===== config.mk =====
export PLATFORM = sky130hd
export DESIGN_NAME = quadratic_probe_hash_table_unit
export DESIGN_NICKNAME = d
export VERILOG_FILES = /design/src/design/qph_pkg.sv /design/src/design/quadratic_probe_hash_table_unit.sv /design/src/design/qph_keymod.sv /design/src/design/qph_probe_step.sv /design/src/design/qph_store.sv
export SDC_FILE = /design/constraint.sdc
export NUM_CORES = 1
export LEC_CHECK = 0
export BUFFER_PORTS_ARGS = -buffer_cell sky130_fd_sc_hd__clkbuf_2
export CAP_MARGIN = 20
export CORE_MARGIN = 5
export CORE_UTILIZATION = 45
export DETAILED_ROUTE_END_ITERATION = 10
export GPL_ROUTABILITY_DRIVEN = 0
export PLACE_DENSITY = 0.72
export SYNTH_ARGS = -nofsm -noshare
export SYNTH_HDL_FRONTEND = slang
export SYNTH_HIERARCHICAL = 1
export SYNTH_SLANG_ARGS = --single-unit

===== constraint.sdc =====
create_clock -name i_clk -period 16.3 [get_ports i_clk]
set_input_delay 4.075 -clock i_clk [delete_from_list [all_inputs] [get_ports i_clk]]
set_output_delay 4.075 -clock i_clk [all_outputs]
set_load 0.05 [all_outputs]

===== src/design/qph_pkg.sv =====
// Shared types and constants of the quadratic probe hash table.
package qph_pkg;

    localparam int KEY_W  = 31;
    localparam int VAL_W  = 32;
    localparam int CMD_W  = 2;
    localparam int STAT_W = 3;
    localparam int SLOT_W = 4;

    // Stream payload layout, lowest field first.
    localparam int IN_DATA_W  = 72;
    localparam int CMD_LSB    = 0;
    localparam int KEY_LSB    = CMD_LSB + CMD_W;
    localparam int VAL_LSB    = KEY_LSB + KEY_W;

    localparam int OUT_DATA_W = 40;
    localparam int OUT_PAD_W  = OUT_DATA_W - STAT_W - VAL_W - SLOT_W;
    localparam int STAT_LSB   = 0;
    localparam int FVAL_LSB   = STAT_LSB + STAT_W;
    localparam int SLOT_LSB   = FVAL_LSB + VAL_W;

    localparam int KEY_CNT_W = $clog2(KEY_W);

    typedef enum logic [CMD_W-1:0] {
        CMD_INSERT = 2'd0,
        CMD_SEARCH = 2'd1,
        CMD_DELETE = 2'd2
    } t_cmd;

    typedef enum logic [STAT_W-1:0] {
        STAT_INSERTED  = 3'd0,
        STAT_FULL      = 3'd1,
        STAT_FOUND     = 3'd2,
        STAT_NOT_FOUND = 3'd3,
        STAT_DELETED   = 3'd4
    } t_status;

    typedef enum logic [2:0] {
        S_CLEAR,
        S_IDLE,
        S_HOME,
        S_PROBE,
        S_FINISH
    } t_state;

    typedef struct packed {
        logic        [KEY_W-1:0] key;
        logic signed [VAL_W-1:0] value;
    } t_entry;

endpackage


===== src/design/quadratic_probe_hash_table_unit.sv =====
// Flow: an accepted item gets its home slot (the low key bits for a power-of-two size,
// reciprocal multiplication otherwise), probes up to TABLE_SIZE slots, then goes to the output.
// An unused command code skips the probe and returns NOT_FOUND; the probe loop
// reads one slot per cycle through the single read port of the slot memory.
// One item is in flight at a time. After reset the used bits of all slots are cleared
// before the first transfer is accepted; reset is synchronous and active low.
module quadratic_probe_hash_table_unit #(
    parameter int TABLE_SIZE = 16
) (
    input  logic                           i_clk,
    input  logic                           i_rst_n,
    input  logic                           s_axis_tvalid,
    output logic                           s_axis_tready,
    // command [1:0], key [32:2], value [64:33], zero [71:65]
    input  logic [qph_pkg::IN_DATA_W-1:0]  s_axis_tdata,
    output logic                           m_axis_tvalid,
    input  logic                           m_axis_tready,
    // status [2:0], found_value [34:3], slot_index [38:35], zero [39]
    output logic [qph_pkg::OUT_DATA_W-1:0] m_axis_tdata
);
    import qph_pkg::*;

    localparam int IW = $clog2(TABLE_SIZE);
    localparam int LW = $clog2(TABLE_SIZE + 1);
    localparam logic [IW-1:0] LAST_SLOT = IW'(TABLE_SIZE - 1);
    localparam logic [IW-1:0] SQ0       = IW'(1);
    localparam logic [IW-1:0] INC0      = IW'(3 % TABLE_SIZE);

    t_state r_state, n_state;

    logic [IW-1:0]     r_clr_addr;
    logic [CMD_W-1:0]  r_cmd;
    logic [KEY_W-1:0]  r_key;
    logic signed [VAL_W-1:0] r_val;
    logic [IW-1:0]     r_idx, r_sq, r_inc;
    logic [LW-1:0]     r_left;
    logic              r_chk_valid;
    logic [IW-1:0]     r_chk_idx;
    t_status           r_status;
    logic [IW-1:0]     r_slot;
    logic signed [VAL_W-1:0] r_fval;

    logic              r_out_valid;
    t_status           r_out_status;
    logic signed [VAL_W-1:0] r_out_fval;
    logic [SLOT_W-1:0] r_out_slot;

    logic [CMD_W-1:0]  in_cmd;
    logic [KEY_W-1:0]  in_key;
    logic signed [VAL_W-1:0] in_val;
    logic              in_known;
    logic              in_accept;

    logic              km_start, km_done;
    logic [IW-1:0]     km_rem;
    logic [IW-1:0]     step_idx, step_sq, step_inc;

    logic              we_entry, we_used, wused;
    logic [IW-1:0]     waddr;
    t_entry            wentry;
    t_entry            rd_entry;
    logic              rd_used;

    logic              hit_free, hit_key, p_stop, p_found, p_exhaust, p_end;
    t_status           p_status;
    logic              out_free, fin_load;

    assign in_cmd    = s_axis_tdata[CMD_LSB +: CMD_W];
    assign in_key    = s_axis_tdata[KEY_LSB +: KEY_W];
    assign in_val    = s_axis_tdata[VAL_LSB +: VAL_W];
    assign in_known  = (in_cmd == CMD_INSERT) || (in_cmd == CMD_SEARCH) ||
                       (in_cmd == CMD_DELETE);
    assign in_accept = s_axis_tvalid && s_axis_tready;
    assign out_free  = !r_out_valid || m_axis_tready;

    assign wentry.key   = r_key;
    assign wentry.value = r_val;

    qph_keymod #(.TABLE_SIZE(TABLE_SIZE)) u_keymod (
        .i_clk   (i_clk),
        .i_rst_n (i_rst_n),
        .i_start (km_start),
        .i_key   (in_key),
        .o_done  (km_done),
        .o_rem   (km_rem)
    );

    qph_probe_step #(.TABLE_SIZE(TABLE_SIZE)) u_step (
        .i_idx (r_idx),
        .i_sq  (r_sq),
        .i_inc (r_inc),
        .o_idx (step_idx),
        .o_sq  (step_sq),
        .o_inc (step_inc)
    );

    qph_store #(.TABLE_SIZE(TABLE_SIZE)) u_store (
        .i_clk      (i_clk),
        .i_we_entry (we_entry),
        .i_we_used  (we_used),
        .i_waddr    (waddr),
        .i_wentry   (wentry),
        .i_wused    (wused),
        .i_raddr    (r_idx),
        .o_rentry   (rd_entry),
        .o_rused    (rd_used)
    );

    // The slot checked this cycle is the one whose read was issued last cycle.
    always_comb begin
        hit_free  = r_chk_valid && !rd_used;
        hit_key   = r_chk_valid && rd_used && (rd_entry.key == r_key);
        p_stop    = (r_cmd == CMD_INSERT) ? hit_free : (hit_free || hit_key);
        p_found   = (r_cmd == CMD_INSERT) ? hit_free : hit_key;
        p_exhaust = r_chk_valid && !p_stop && (r_left == '0);
        p_end     = p_stop || p_exhaust;
        priority if (r_cmd == CMD_INSERT) begin
            p_status = p_found ? STAT_INSERTED : STAT_FULL;
        end else if (r_cmd == CMD_SEARCH) begin
            p_status = p_found ? STAT_FOUND : STAT_NOT_FOUND;
        end else begin
            p_status = p_found ? STAT_DELETED : STAT_NOT_FOUND;
        end
    end

    always_comb begin
        n_state = r_state;
        unique case (r_state)
            S_CLEAR: begin
                if (r_clr_addr == LAST_SLOT) begin
                    n_state = S_IDLE;
                end
            end
            S_IDLE: begin
                if (s_axis_tvalid) begin
                    n_state = in_known ? S_HOME : S_FINISH;
                end
            end
            S_HOME: begin
                if (km_done) begin
                    n_state = S_PROBE;
                end
            end
            S_PROBE: begin
                if (p_end) begin
                    n_state = S_FINISH;
                end
            end
            S_FINISH: begin
                if (out_free) begin
                    n_state = S_IDLE;
                end
            end
            default: n_state = S_IDLE;
        endcase
    end

    always_comb begin
        s_axis_tready = 1'b0;
        km_start      = 1'b0;
        we_entry      = 1'b0;
        we_used       = 1'b0;
        wused         = 1'b0;
        waddr         = r_slot;
        fin_load      = 1'b0;
        unique case (r_state)
            S_CLEAR: begin
                we_used = 1'b1;
                waddr   = r_clr_addr;
            end
            S_IDLE: begin
                s_axis_tready = 1'b1;
                km_start      = s_axis_tvalid && in_known;
            end
            S_HOME, S_PROBE: begin
            end
            S_FINISH: begin
                fin_load = out_free;
                we_entry = out_free && (r_status == STAT_INSERTED);
                we_used  = out_free && ((r_status == STAT_INSERTED) ||
                                        (r_status == STAT_DELETED));
                wused    = (r_status == STAT_INSERTED);
            end
            default: begin
            end
        endcase
    end

    always_ff @(posedge i_clk) begin
        if (!i_rst_n) begin
            r_state     <= S_CLEAR;
            r_clr_addr  <= '0;
            r_chk_valid <= 1'b0;
            r_out_valid <= 1'b0;
        end else begin
            r_state <= n_state;
            if (r_state == S_CLEAR) begin
                r_clr_addr <= r_clr_addr + 1'b1;
            end
            if (r_state == S_PROBE && !p_end) begin
                r_chk_valid <= (r_left != '0);
            end else begin
                r_chk_valid <= 1'b0;
            end
            if (fin_load) begin
                r_out_valid <= 1'b1;
            end else if (m_axis_tready) begin
                r_out_valid <= 1'b0;
            end
        end
    end

    always_ff @(posedge i_clk) begin
        if (in_accept) begin
            r_cmd    <= in_cmd;
            r_key    <= in_key;
            r_val    <= in_val;
            r_status <= STAT_NOT_FOUND;
            r_slot   <= '0;
            r_fval   <= '0;
        end
        if (r_state == S_HOME && km_done) begin
            r_idx  <= km_rem;
            r_sq   <= SQ0;
            r_inc  <= INC0;
            r_left <= LW'(TABLE_SIZE);
        end
        if (r_state == S_PROBE) begin
            if (p_end) begin
                r_status <= p_status;
                r_slot   <= p_found ? r_chk_idx : '0;
                r_fval   <= (p_found && r_cmd == CMD_SEARCH) ? rd_entry.value : '0;
            end else if (r_left != '0) begin
                r_chk_idx <= r_idx;
                r_idx     <= step_idx;
                r_sq      <= step_sq;
                r_inc     <= step_inc;
                r_left    <= r_left - 1'b1;
            end
        end
        if (fin_load) begin
            r_out_status <= r_status;
            r_out_fval   <= r_fval;
            r_out_slot   <= SLOT_W'(r_slot);
        end
    end

    assign m_axis_tvalid = r_out_valid;
    assign m_axis_tdata  = {{OUT_PAD_W{1'b0}}, r_out_slot, r_out_fval, r_out_status};

endmodule


===== src/design/qph_keymod.sv =====
// Reduction of a key modulo the table size: the low key bits for a power-of-two size, else reciprocal multiplication.
module qph_keymod #(
    parameter int TABLE_SIZE = 16
) (
    input  logic                      i_clk,
    input  logic                      i_rst_n,
    input  logic                      i_start,
    input  logic [qph_pkg::KEY_W-1:0] i_key,
    output logic                      o_done,
    output logic [$clog2(TABLE_SIZE)-1:0] o_rem
);
    import qph_pkg::*;

    localparam int IW = $clog2(TABLE_SIZE);
    localparam int QW = 32 - IW;
    localparam logic [IW:0]      NS = (IW+1)'(TABLE_SIZE);
    localparam logic [KEY_W-1:0] NK = KEY_W'(TABLE_SIZE);
    localparam bit POW2 = ((TABLE_SIZE & (TABLE_SIZE - 1)) == 0);
    // The reciprocal 2^(KEY_W+IW) / TABLE_SIZE always fits in 32 bits.
    localparam logic [63:0] RECIP_FULL = (64'd1 << (KEY_W + IW)) / 64'(TABLE_SIZE);
    localparam logic [31:0] RECIP      = RECIP_FULL[31:0];

    logic                 r_s1;
    logic                 r_s2;
    logic                 r_s3;
    logic                 r_done;
    logic [KEY_W-1:0]     r_key;
    logic [QW-1:0]        r_quo;
    logic [IW:0]          r_diff;
    logic [IW-1:0]        r_rem;
    logic [KEY_W+31:0]    prod;
    logic [KEY_W-1:0]     diff;
    logic [IW:0]          fix;
    logic [IW-1:0]        n_rem;

    // The estimated quotient is low by at most one, so one compare and subtract finishes.
    always_comb begin
        prod  = {32'd0, r_key} * {{KEY_W{1'b0}}, RECIP};
        diff  = r_key - KEY_W'(r_quo) * NK;
        fix   = (r_diff >= NS) ? (r_diff - NS) : r_diff;
        n_rem = fix[IW-1:0];
    end

    always_ff @(posedge i_clk) begin
        if (!i_rst_n) begin
            r_s1   <= 1'b0;
            r_s2   <= 1'b0;
            r_s3   <= 1'b0;
            r_done <= 1'b0;
        end else begin
            r_s1   <= i_start && !POW2;
            r_s2   <= r_s1;
            r_s3   <= r_s2;
            r_done <= (i_start && POW2) || r_s3;
        end
    end

    always_ff @(posedge i_clk) begin
        if (i_start) begin
            r_key <= i_key;
        end
        if (r_s1) begin
            r_quo <= prod[KEY_W+IW +: QW];
        end
        if (r_s2) begin
            r_diff <= diff[IW:0];
        end
        if (i_start && POW2) begin
            r_rem <= i_key[IW-1:0];
        end else if (r_s3) begin
            r_rem <= n_rem;
        end
    end

    assign o_done = r_done;
    assign o_rem  = r_rem;

endmodule


===== src/design/qph_probe_step.sv =====
// Probe step unit: advances slot index, square offset and its increment modulo the size.
module qph_probe_step #(
    parameter int TABLE_SIZE = 16
) (
    input  logic [$clog2(TABLE_SIZE)-1:0] i_idx,
    input  logic [$clog2(TABLE_SIZE)-1:0] i_sq,
    input  logic [$clog2(TABLE_SIZE)-1:0] i_inc,
    output logic [$clog2(TABLE_SIZE)-1:0] o_idx,
    output logic [$clog2(TABLE_SIZE)-1:0] o_sq,
    output logic [$clog2(TABLE_SIZE)-1:0] o_inc
);
    import qph_pkg::*;

    localparam int IW = $clog2(TABLE_SIZE);
    localparam logic [IW:0]   NS  = (IW+1)'(TABLE_SIZE);
    localparam logic [IW-1:0] TWO = IW'(2 % TABLE_SIZE);

    function automatic logic [IW-1:0] mod_add(input logic [IW-1:0] a, input logic [IW-1:0] b);
        logic [IW:0] s;
        s = {1'b0, a} + {1'b0, b};
        if (s >= NS) begin
            s = s - NS;
        end
        return s[IW-1:0];
    endfunction

    // (i+1)^2 = i^2 + (2i+1), so both offsets advance by additions only.
    assign o_idx = mod_add(i_idx, i_sq);
    assign o_sq  = mod_add(i_sq, i_inc);
    assign o_inc = mod_add(i_inc, TWO);

endmodule


===== src/design/qph_store.sv =====
// Slot memories: key/value entries and the per-slot used bits, registered reads.
module qph_store #(
    parameter int TABLE_SIZE = 16
) (
    input  logic                          i_clk,
    input  logic                          i_we_entry,
    input  logic                          i_we_used,
    input  logic [$clog2(TABLE_SIZE)-1:0] i_waddr,
    input  qph_pkg::t_entry               i_wentry,
    input  logic                          i_wused,
    input  logic [$clog2(TABLE_SIZE)-1:0] i_raddr,
    output qph_pkg::t_entry               o_rentry,
    output logic                          o_rused
);
    import qph_pkg::*;

    t_entry r_entry_mem [TABLE_SIZE];
    logic   r_used_mem  [TABLE_SIZE];
    t_entry r_rd_entry;
    logic   r_rd_used;

    always_ff @(posedge i_clk) begin
        if (i_we_entry) begin
            r_entry_mem[i_waddr] <= i_wentry;
        end
        r_rd_entry <= r_entry_mem[i_raddr];
    end

    always_ff @(posedge i_clk) begin
        if (i_we_used) begin
            r_used_mem[i_waddr] <= i_wused;
        end
        r_rd_used <= r_used_mem[i_raddr];
    end

    assign o_rentry = r_rd_entry;
    assign o_rused  = r_rd_used;

endmodule


# Word-level counts from Yosys, hierarchy flattened
# Memories as Yosys holds them, arrays and structs flattened. A register that Yosys moved wholly into a read port is not among the register bits.
# Cells that the tools add are included.
[totals] register_bits=178 mem_bits_rw=1024 out_inout_bits=42 mem_count=2
[memory_table] name="u_store.r_entry_mem" words=16 width=63 read_ports=1 rd_ports_with_merged_regs=1 wr=1 line="qph_store.sv:17" source="t_entry r_entry_mem [TABLE_SIZE];"
[memory_table] name="u_store.r_used_mem" words=16 width=1 read_ports=1 rd_ports_with_merged_regs=1 wr=1 line="qph_store.sv:18" source="logic r_used_mem [TABLE_SIZE];"
[classes] addsub=8 n_lt_le_gt_ge=3 eq_ne=15 mux=58 bitwise=1 n_reduce_logical=32
[op_table] operator="32-bit two-way mux" count=4
[op_table] operator="4-bit two-way mux" count=21
[op_table] operator="3-bit two-way mux" count=12
[op_table] operator="31-bit equality test" count=1
[op_table] operator="5-bit two-way mux" count=4
[op_table] operator="5-bit greater-or-equal comparator (second input constant)" count=3
[op_table] operator="1-bit two-way mux" count=15
[op_table] operator="3-bit one-hot mux with 5 select lines" count=1
[op_table] operator="1-bit logical AND" count=12
[op_table] operator="4-bit by 1-bit subtractor with 4-bit output (second input constant)" count=3
[op_table] operator="4-bit by 4-bit adder with 5-bit output" count=2
[op_table] operator="2-bit != test (second input constant)" count=4
[op_table] operator="3-bit by 2-bit equality test with 1-bit output (second input constant)" count=2
[op_table] operator="3-bit equality test (second input constant)" count=2
[op_table] operator="3-bit zero test" count=2
[op_table] operator="1-bit logical OR" count=6
[op_table] operator="4-bit by 2-bit adder with 5-bit output (second input constant)" count=1
[op_table] operator="5-bit zero test" count=1
[op_table] operator="5-bit AND reduction" count=1
[op_table] operator="5-bit nonzero test" count=1
[op_table] operator="5-bit by 1-bit subtractor with 5-bit output (second input constant)" count=1
[op_table] operator="4-bit by 1-bit adder with 4-bit output (second input constant)" count=1
[op_table] operator="2-bit by 1-bit equality test with 1-bit output (second input constant)" count=2
[op_table] operator="4-bit equality test (second input constant)" count=1
[op_table] operator="10 further kinds" count=14

# Longest topological paths before layout
# Gate-level depths: netlist (run 1).
[depth] word_depth=11 depth_mapped=8

# By module
# Netlist (run 1), hierarchy kept.
[modules_own_cells] mod="qph_store" instances=1 cells_each=1672 area_per_inst_um2=39658.0 seq_area_each_um2=32030.7
[modules_own_cells] mod="quadratic_probe_hash_table_unit" instances=1 cells_each=473 area_per_inst_um2=6419.9 seq_area_each_um2=4544.4
[modules_own_cells] mod="qph_probe_step" instances=1 cells_each=25 area_per_inst_um2=244.0 seq_area_each_um2=0.0
[modules_own_cells] mod="qph_keymod" instances=1 cells_each=6 area_per_inst_um2=146.4 seq_area_each_um2=140.1

# Worst setup path before layout (run 1)
# Ideal clock, no wire load.
[synth_timing] path_type="input to register" startpoint="input port m_axis_tready" endpoint="memory u_store/r_entry_mem[0][0] in the netlist's numbering (enable)" setup_ns=0.484 t_arrival_ns=7.502 slack_ns=8.314 cell_stages=4 path_buffers=0 path_cell_list="nand2b_1 > and2_1 > or3b_2 > nor2_1"
[synth_via] elab_chain_len=5
[synth_lines] item="start, declared" line="quadratic_probe_hash_table_unit.sv:17" source="input logic m_axis_tready,"
[synth_lines] item="1-bit logical OR" line="quadratic_probe_hash_table_unit.sv:74" source="assign out_free = !r_out_valid || m_axis_tready;"
[synth_lines] item="1-bit logical AND" line="quadratic_probe_hash_table_unit.sv:179" source="we_entry = out_free && (r_status == STAT_INSERTED);"
[synth_lines] item="1-bit two-way mux" line="quadratic_probe_hash_table_unit.sv:166" source="unique case (r_state)"
[synth_lines] item="via we_entry" line="quadratic_probe_hash_table_unit.sv:58" source="logic we_entry, we_used, wused;"
[synth_lines] item="1-bit two-way mux" line="qph_store.sv:23" source="if (i_we_entry) begin"
[synth_lines] item="1-bit two-way mux (implied by the code)" line="qph_store.sv:24" source="r_entry_mem[i_waddr] <= i_wentry;"
[synth_lines] item="end, declared" line="qph_store.sv:17"
# The timed path passes the listed nets, and every way through them passes these cells.

# Final worst setup path (run 1)
[layout_timing] startpoint="input port m_axis_tready" endpoint="memory u_store/r_entry_mem[13][30] in the netlist's numbering (enable)"
# The elaborated chain is that of the path after synthesis.

==> qor.txt, run 1 <==
Maximum clock path buffer count: 3
ANT cells: 0
Synth Cell Area: 46470 µm²
Met2 wire length: 47650 µm
Vias in the first global route: 22.34k
Family with the most delay on the worst path: simple AND/OR/NAND/NOR gates
EDFF count, synth: 1136
Crit path capture type: flop
Max_slew headroom: 23.97%
Nets: 2420
Max frequency: 155.2 MHz
Number of synthesis warnings: 6
Ports: 118
DR WL met3: 8397 µm
Postcts setup bufs: 0
CTS sink count: 1266
Final Cycle Share: 39.53%
Crit path kind: in2reg
Die ar.: 109800 µm²
Synth Area in Compound Gates: 2.970%
Largest stage delay, worst path: 0.90 ns
Seq cells post-synth: 1266
Share of cells above drive strength 1: 25.79%
Post-CTS Hold Fix Bufs: 0
Sequential area share after synthesis: 79.01%
Worst-Margin Slew: 1.138 ns
Synth cell types: 59
Worst Setup Start Kind: input pin
Max Cap Viol: 0
Number of CTS-inserted buffers: 116
Initial Util: 45.48%
Routed length on met1: 40110 µm
Grt ovf: 0
Initial antenna violation count: 1
CTS tree: built
Status: finished clean
Worst endpoint required time: 16.60 ns
Simple-Gate Fraction of Synth Area: 2.663%
Vias: 21.77k
# DRC: 0
CTS HTree Levels: 3
Avg Synthesized Cell Area: 21.35 µm²
Hold Path Class: reg2reg
I/O Buffers: 109
Top routing layer in use: met5
Area added between synthesis and finish: 13.12%
Clock slew at reported path FFs: 0.06 ns
CP Buf/Inv Count: 2
Final hold vios: 0
Worst-Skew Late Latency: 0.69 ns
HPWL Detailed: 49190 µm
Num rows: 117
Pins Over Slew Limit: 0
Static Leak: 0.01656 µW
Peak supply drop: 0.09280 mV
Post-synth top flop: edfxtp_1
Avg Vias per Cell: 5.725
Final TNS setup: 0 ns
Xor/xnor share of the synthesized area: 0.7728%
Power density over the cells: 131.1 nW/µm²
Post-synthesis mux area share: 12.86%
Crit-path cells: clkbuf_2 > nand2b_1 > and2_1 > nand3_1 > nor2_4 > buf_4
Non-filler instance count after layout: 3803
Fillcell total: 7817
WL per Instance: 25.69 µm
Die Ht: 331.3 µm
Total track usage: 17.56%
Pre-antenna DRT Iters: 5
ANT nets after route: 0
Post-CTS Resized: 0
Crit path max fanout: 44
Synth Area in Adders: 0.3285%
Die Span X: 331.3 µm
Largest net degree at the start of global routing: 107
Skew final: 0.03382 ns
RSZ-0062 raised after global routing: false
Drt initial violations: 2388
Min Tclk post-route: 6.444 ns
Main combinational cell family by area after synthesis: multiplexers
Final setup violating endpoints: 0
Post-Syn Instances: 2176
Slowest stage cell, crit path: buf_4
Root Buffer: clkbuf_16
Arrival @ worst endpoint: 6.74 ns
Global-route wire length before repair: 145900 µm
DRT Wirelength: 97700 µm
Mapped Nets: 2263
Dpl cells: 3583
Ys async rst share: 0%
Core area: 102200 µm²
[sequential cells by signal (all words and copies together) (netlist names), 2 cells and up]
register / flops
r_chk_idx: 4
r_clr_addr: 4
r_cmd: 2
r_fval: 32
r_idx: 4
r_inc: 4
r_key: 31
r_left: 5
r_out_fval: 32
r_out_slot: 4
r_out_status: 3
r_slot: 4
r_sq: 4
r_state: 3
r_status: 3
r_val: 32
u_keymod/o_rem: 4
u_store/o_rentry: 63
u_store/r_entry_mem: 1008
u_store/r_used_mem: 16
[metal layers]
layer	track usage [%]	vias to the layer above
met5	0	-
met4	4.124	2
met3	3.133	113
met2	28.65	975
met1	25.09	11440
li1	-	9239
[cell type report]
cell class | instances | area [µm²] | share of cell area, %
clock inverter | 62 | 737.0 | 1.402
tap | 1368 | 1712 | 3.256
multi-input combinational | 785 | 9266 | 17.63
clock buffer | 158 | 3213 | 6.113
inverter | 16 | 62.56 | 0.1190
sequential | 1266 | 36720 | 69.86
timing repair buffer | 148 | 850.8 | 1.619
[final timing paths]
path                           start                               endpoint  slack, ns  cells after the start
min               r_fval[17]$_DFF_P_               r_out_fval[17]$_DFFE_PP_       0.43                      0
max                    m_axis_tready  u_store/r_entry_mem[13][30]$_DFFE_PP_       9.86                      6
min reg2reg       r_fval[17]$_DFF_P_               r_out_fval[17]$_DFFE_PP_       0.43                      0
max reg2reg  r_state[2]$_SDFFE_PN0P_  u_store/r_entry_mem[13][30]$_DFFE_PP_      12.23                      5
[power by group]
group	leakage [µW]	internal [µW]	switching, µW
Combinational	0.00334	126	202
Sequential	0.0113	3690	113
Clock	0.00192	1610	1150
[placed cells by master, fill, tap and decap left out, types with 7 or more instances in the layout]
cell	Yosys	layout
edfxtp_1	1136	1136
mux4_2	256	256
nand2_1	133	133
dfxtp_1	130	128
a22oi_1	128	128
clkbuf_16	0	118
clkbuf_2	1	109
buf_4	22	38
nand3_1	37	37
xor2_1	36	36
clkbuf_1	50	29
o21ai_0	26	26
nor2_1	42	24
nor2_4	0	18
clkinv_2	0	18
inv_1	16	15
clkinv_1	0	15
bufinv_16	0	14
mux2i_1	12	12
clkbuf_8	0	11
nor4_1	11	10
o21ai_1	9	9
ha_1	9	9
mux2_2	7	7
and2_1	8	7
[worst register-to-register path: cells and delay by family (launching register included)]
kind          cells  cell delay [ns]
flops             1             0.40
mux               1             0.46
simple gates      3             1.85
buf+inv           1             0.90
[cell families after synthesis]
| kind of cell | count (synthesis) |
|---|---|
| compound gates | 190 |
| xor+xnor | 41 |
| fa+ha+maj | 11 |
| buf+inv | 125 |
| flops | 1266 |
| mux | 276 |
| other cells | 1 |
| simple gates | 266 |
[per-stage QoR]
stage | utilization [%] | cell area, µm² | setup WS, ns | total power [µW] | hold WS, ns
finish | 51.44 | 52560 | 9.856 | 6889 | 0.4287
CTS | 51.44 | 52560 | 9.915 | 6944 | 0.4296
global route | 51.44 | 52560 | 9.823 | 7129 | 0.4366
detailed placement | 47.58 | 48610 | 9.204 | 4199 | 0.4150
floorplan | - | 46470 | 8.314 | 4061 | 0.4081
global placement | 47.58 | 48610 | 9.239 | 4177 | 0.4158
[synthesized netlist by cell type (2+ instances only)]
master	number	area [µm²]
a21oi_1	5	25.02
xor2_1	36	315.3
mux4_2	256	5766
buf_2	19	95.09
nand4_1	5	31.28
buf_1	8	30.03
nor3_4	2	32.53
nor4_1	11	68.82
nand2b_1	4	25.02
xnor2_1	5	43.79
and2_1	8	50.05
dfxtp_1	130	2603
nor2b_1	7	43.79
fa_1	2	40.04
or2_2	2	12.51
a21oi_2	2	17.52
or3b_2	3	26.28
o21ai_0	26	130.1
a21o_1	3	22.52
edfxtp_1	1136	34110
ha_1	9	112.6
nand2_1	133	499.2
a22oi_1	128	960.9
clkbuf_1	50	187.7
nand3_1	37	185.2
inv_1	16	60.06
a32o_1	4	40.04
buf_6	9	101.4
nand3b_1	3	22.52
o21ai_1	9	45.04
mux2_2	7	78.83
mux2i_1	12	120.1
nor2_1	42	157.7
buf_4	22	165.2
No activity file was read; power rests on OpenSTA's default activity.
==> inputs of run 2 (changes only) <==
Clock period 16.3 ns to 6.5 ns, I/O delays scaled along.
==> run 2 against run 1 <==
Cell area rose by 0.19%. Critical endpoint is now u_store/r_entry_mem[2][18]$_DFFE_PP_. Largest cell class unchanged. Sequential share of layout area fell by 0.13 points. Total power rose by 150%. Via count barely moved.
==> qor.txt, run 2 (synthesized netlist as in run 1, its figures left out) <==
Postcts setup bufs: 0
Root Buffer: clkbuf_16
Max Cap Viol: 0
Initial Util: 45.48%
Die Span X: 331.3 µm
Nets: 2426
Vias: 21.76k
Biggest register: u_store/r_entry_mem
Post-CTS Hold Fix Bufs: 0
Fin worst setup slack: 2.286 ns
Pins Over Slew Limit: 0
Final Cycle Share: 64.84%
Ports: 118
Worst endpoint required time: 6.84 ns
WL per Instance: 25.10 µm
Crit-path most repeated cell: buf_4
Int Pwr: 13430 µW
Slowest stage cell, crit path: nor2_4
Worst Setup Start Kind: flop
Peak supply drop: 0.2144 mV
Sw frac: 21.50%
Largest stage delay, worst path: 0.88 ns
Grt ovf: 0
Logic gate share of total power: 4.9%
Top routing layer in use: met5
Crit path kind: reg2reg
Drt initial violations: 2313
Status: finished clean
Crit path capture type: flop
Max frequency: 237.3 MHz
Clock slew at reported path FFs: 0.06 ns
Initial antenna violation count: 1
CTS sink count: 1266
Area post-placement: 48820 µm²
Crit path max fanout: 26
Sequential share of power: 55.7%
CTS HTree Levels: 3
Final setup violating endpoints: 0
Hold Path Class: reg2reg
Most frequent cells in the layout: 1136 x edfxtp_1, 256 x mux4_2, 133 x nand2_1, 128 x dfxtp_1, 128 x a22oi_1
Register-to-register setup slack: 2.29 ns
Maximum clock path buffer count: 3
Most common cell after layout, fill and taps aside: edfxtp_1
# DRC: 0
Avg Vias per Cell: 5.710
Power density over the cells: 324.9 nW/µm²
Final hold vios: 0
Post-layout instance area: 52670 µm²
Global-route wire length before repair: 145400 µm
Pre-antenna DRT Iters: 5
Skew final: 0.04952 ns
Min Tclk post-route: 4.214 ns
Static Leak: 0.01657 µW
Die ar.: 109800 µm²
Psw: 3679 µW
ANT nets after route: 0
Arrival @ worst endpoint: 4.55 ns
DRT Wirelength: 95670 µm
Max_slew headroom: 23.75%
Met2 wire length: 47570 µm
Area added between synthesis and finish: 13.34%
CTS tree: built
Routed length on met1: 39610 µm
Crit-path cells: nand2_1 > nor4_2 > buf_4 > and2_1 > or3b_2 > nor2_4 > buf_4
Vias in the first global route: 22.73k
Num rows: 117
Core area: 102200 µm²
Worst-Skew Late Latency: 0.70 ns
Share of cells above drive strength 1: 25.76%
Final TNS setup: 0 ns
RSZ-0062 raised after global routing: false
Largest net degree at the start of global routing: 175
I/O Buffers: 109
Post-CTS Resized: 0
WHS Path Cells: 0
Die Ht: 331.3 µm
Total track usage: 17.30%
Reg2Reg Depth: 7
Max reg flops: 1008
Worst-Margin Slew: 1.144 ns
Dpl ws: 1.995 ns
Number of CTS-inserted buffers: 116
Clock Power Share: 39.4%
DR WL met3: 6815 µm
HPWL Detailed: 50590 µm
==> run 2: changes by cell type in the layout (fill, tap and decap cells not counted), sizes merged <==
cell / previous run / this run
inv: 24 / 18
bufinv: 14 / 10
buf: 39 / 45
clkinvlp: 5 / 4
clkbuf: 267 / 275
diode: 0 / 1
clkinv: 35 / 39
==> run 2: area by class of cell <==
class | instances | area [µm²]
Antenna cell | 1 | 2.502
Fill cell | 7911 | 49520
Tap cell | 1368 | 1712
Inverter | 16 | 62.56
Clock buffer | 166 | 3233
Timing Repair Buffer | 154 | 1059
Multi-Input combinational cell | 785 | 9266
Sequential cell | 1266 | 36720
Clock inverter | 55 | 608.1
==> run 2: per-layer routing <==
metal  up-vias  track usage [%]
met4         2            4.286
met3       108            2.771
met2       868            28.43
met5         -                0
met1     11530            24.63
li1       9255                -
==> run 2: stage by stage <==
stage	utilization, %	cells	hold WS, ns	total power (µW)
5_1_grt	51.54	3810	0.4328	17730
3_5_place_dp	47.78	3589	0.4154	10550
6_report	51.54	3811	0.4259	17110
4_1_cts	51.54	3810	0.4259	17260
3_3_place_gp	47.75	3587	0.4123	10500
2_1_floorplan	-	2176	0.4081	10180
==> run 2: power groups by stage <==
stage | registers, µW | clock network [µW] | logic, µW
2_1_floorplan | 9580 | 0 | 599
3_3_place_gp | 9660 | 0 | 833
3_5_place_dp | 9700 | 0 | 851
4_1_cts | 9530 | 6880 | 854
5_1_grt | 9570 | 7240 | 925
6_report | 9520 | 6740 | 844
==> run 2: path summary, 6_finish.rpt <==
path	to	startpoint
worst max-delay path	u_store/r_entry_mem[2][18]$_DFFE_PP_	r_state[2]$_SDFFE_PN0P_
worst min-delay path	r_out_fval[24]$_DFFE_PP_	r_fval[24]$_DFF_P_
worst max register to register	u_store/r_entry_mem[2][18]$_DFFE_PP_	r_state[2]$_SDFFE_PN0P_
worst min register to register	r_out_fval[24]$_DFFE_PP_	r_fval[24]$_DFF_P_
==> run 2: worst max-delay path: cells and delay by family (launching register included) <==
family                 cells  cell delay [ns]
buffers and inverters      2             0.78
DFF                        1             0.53
and+or+nand+nor            5             2.50
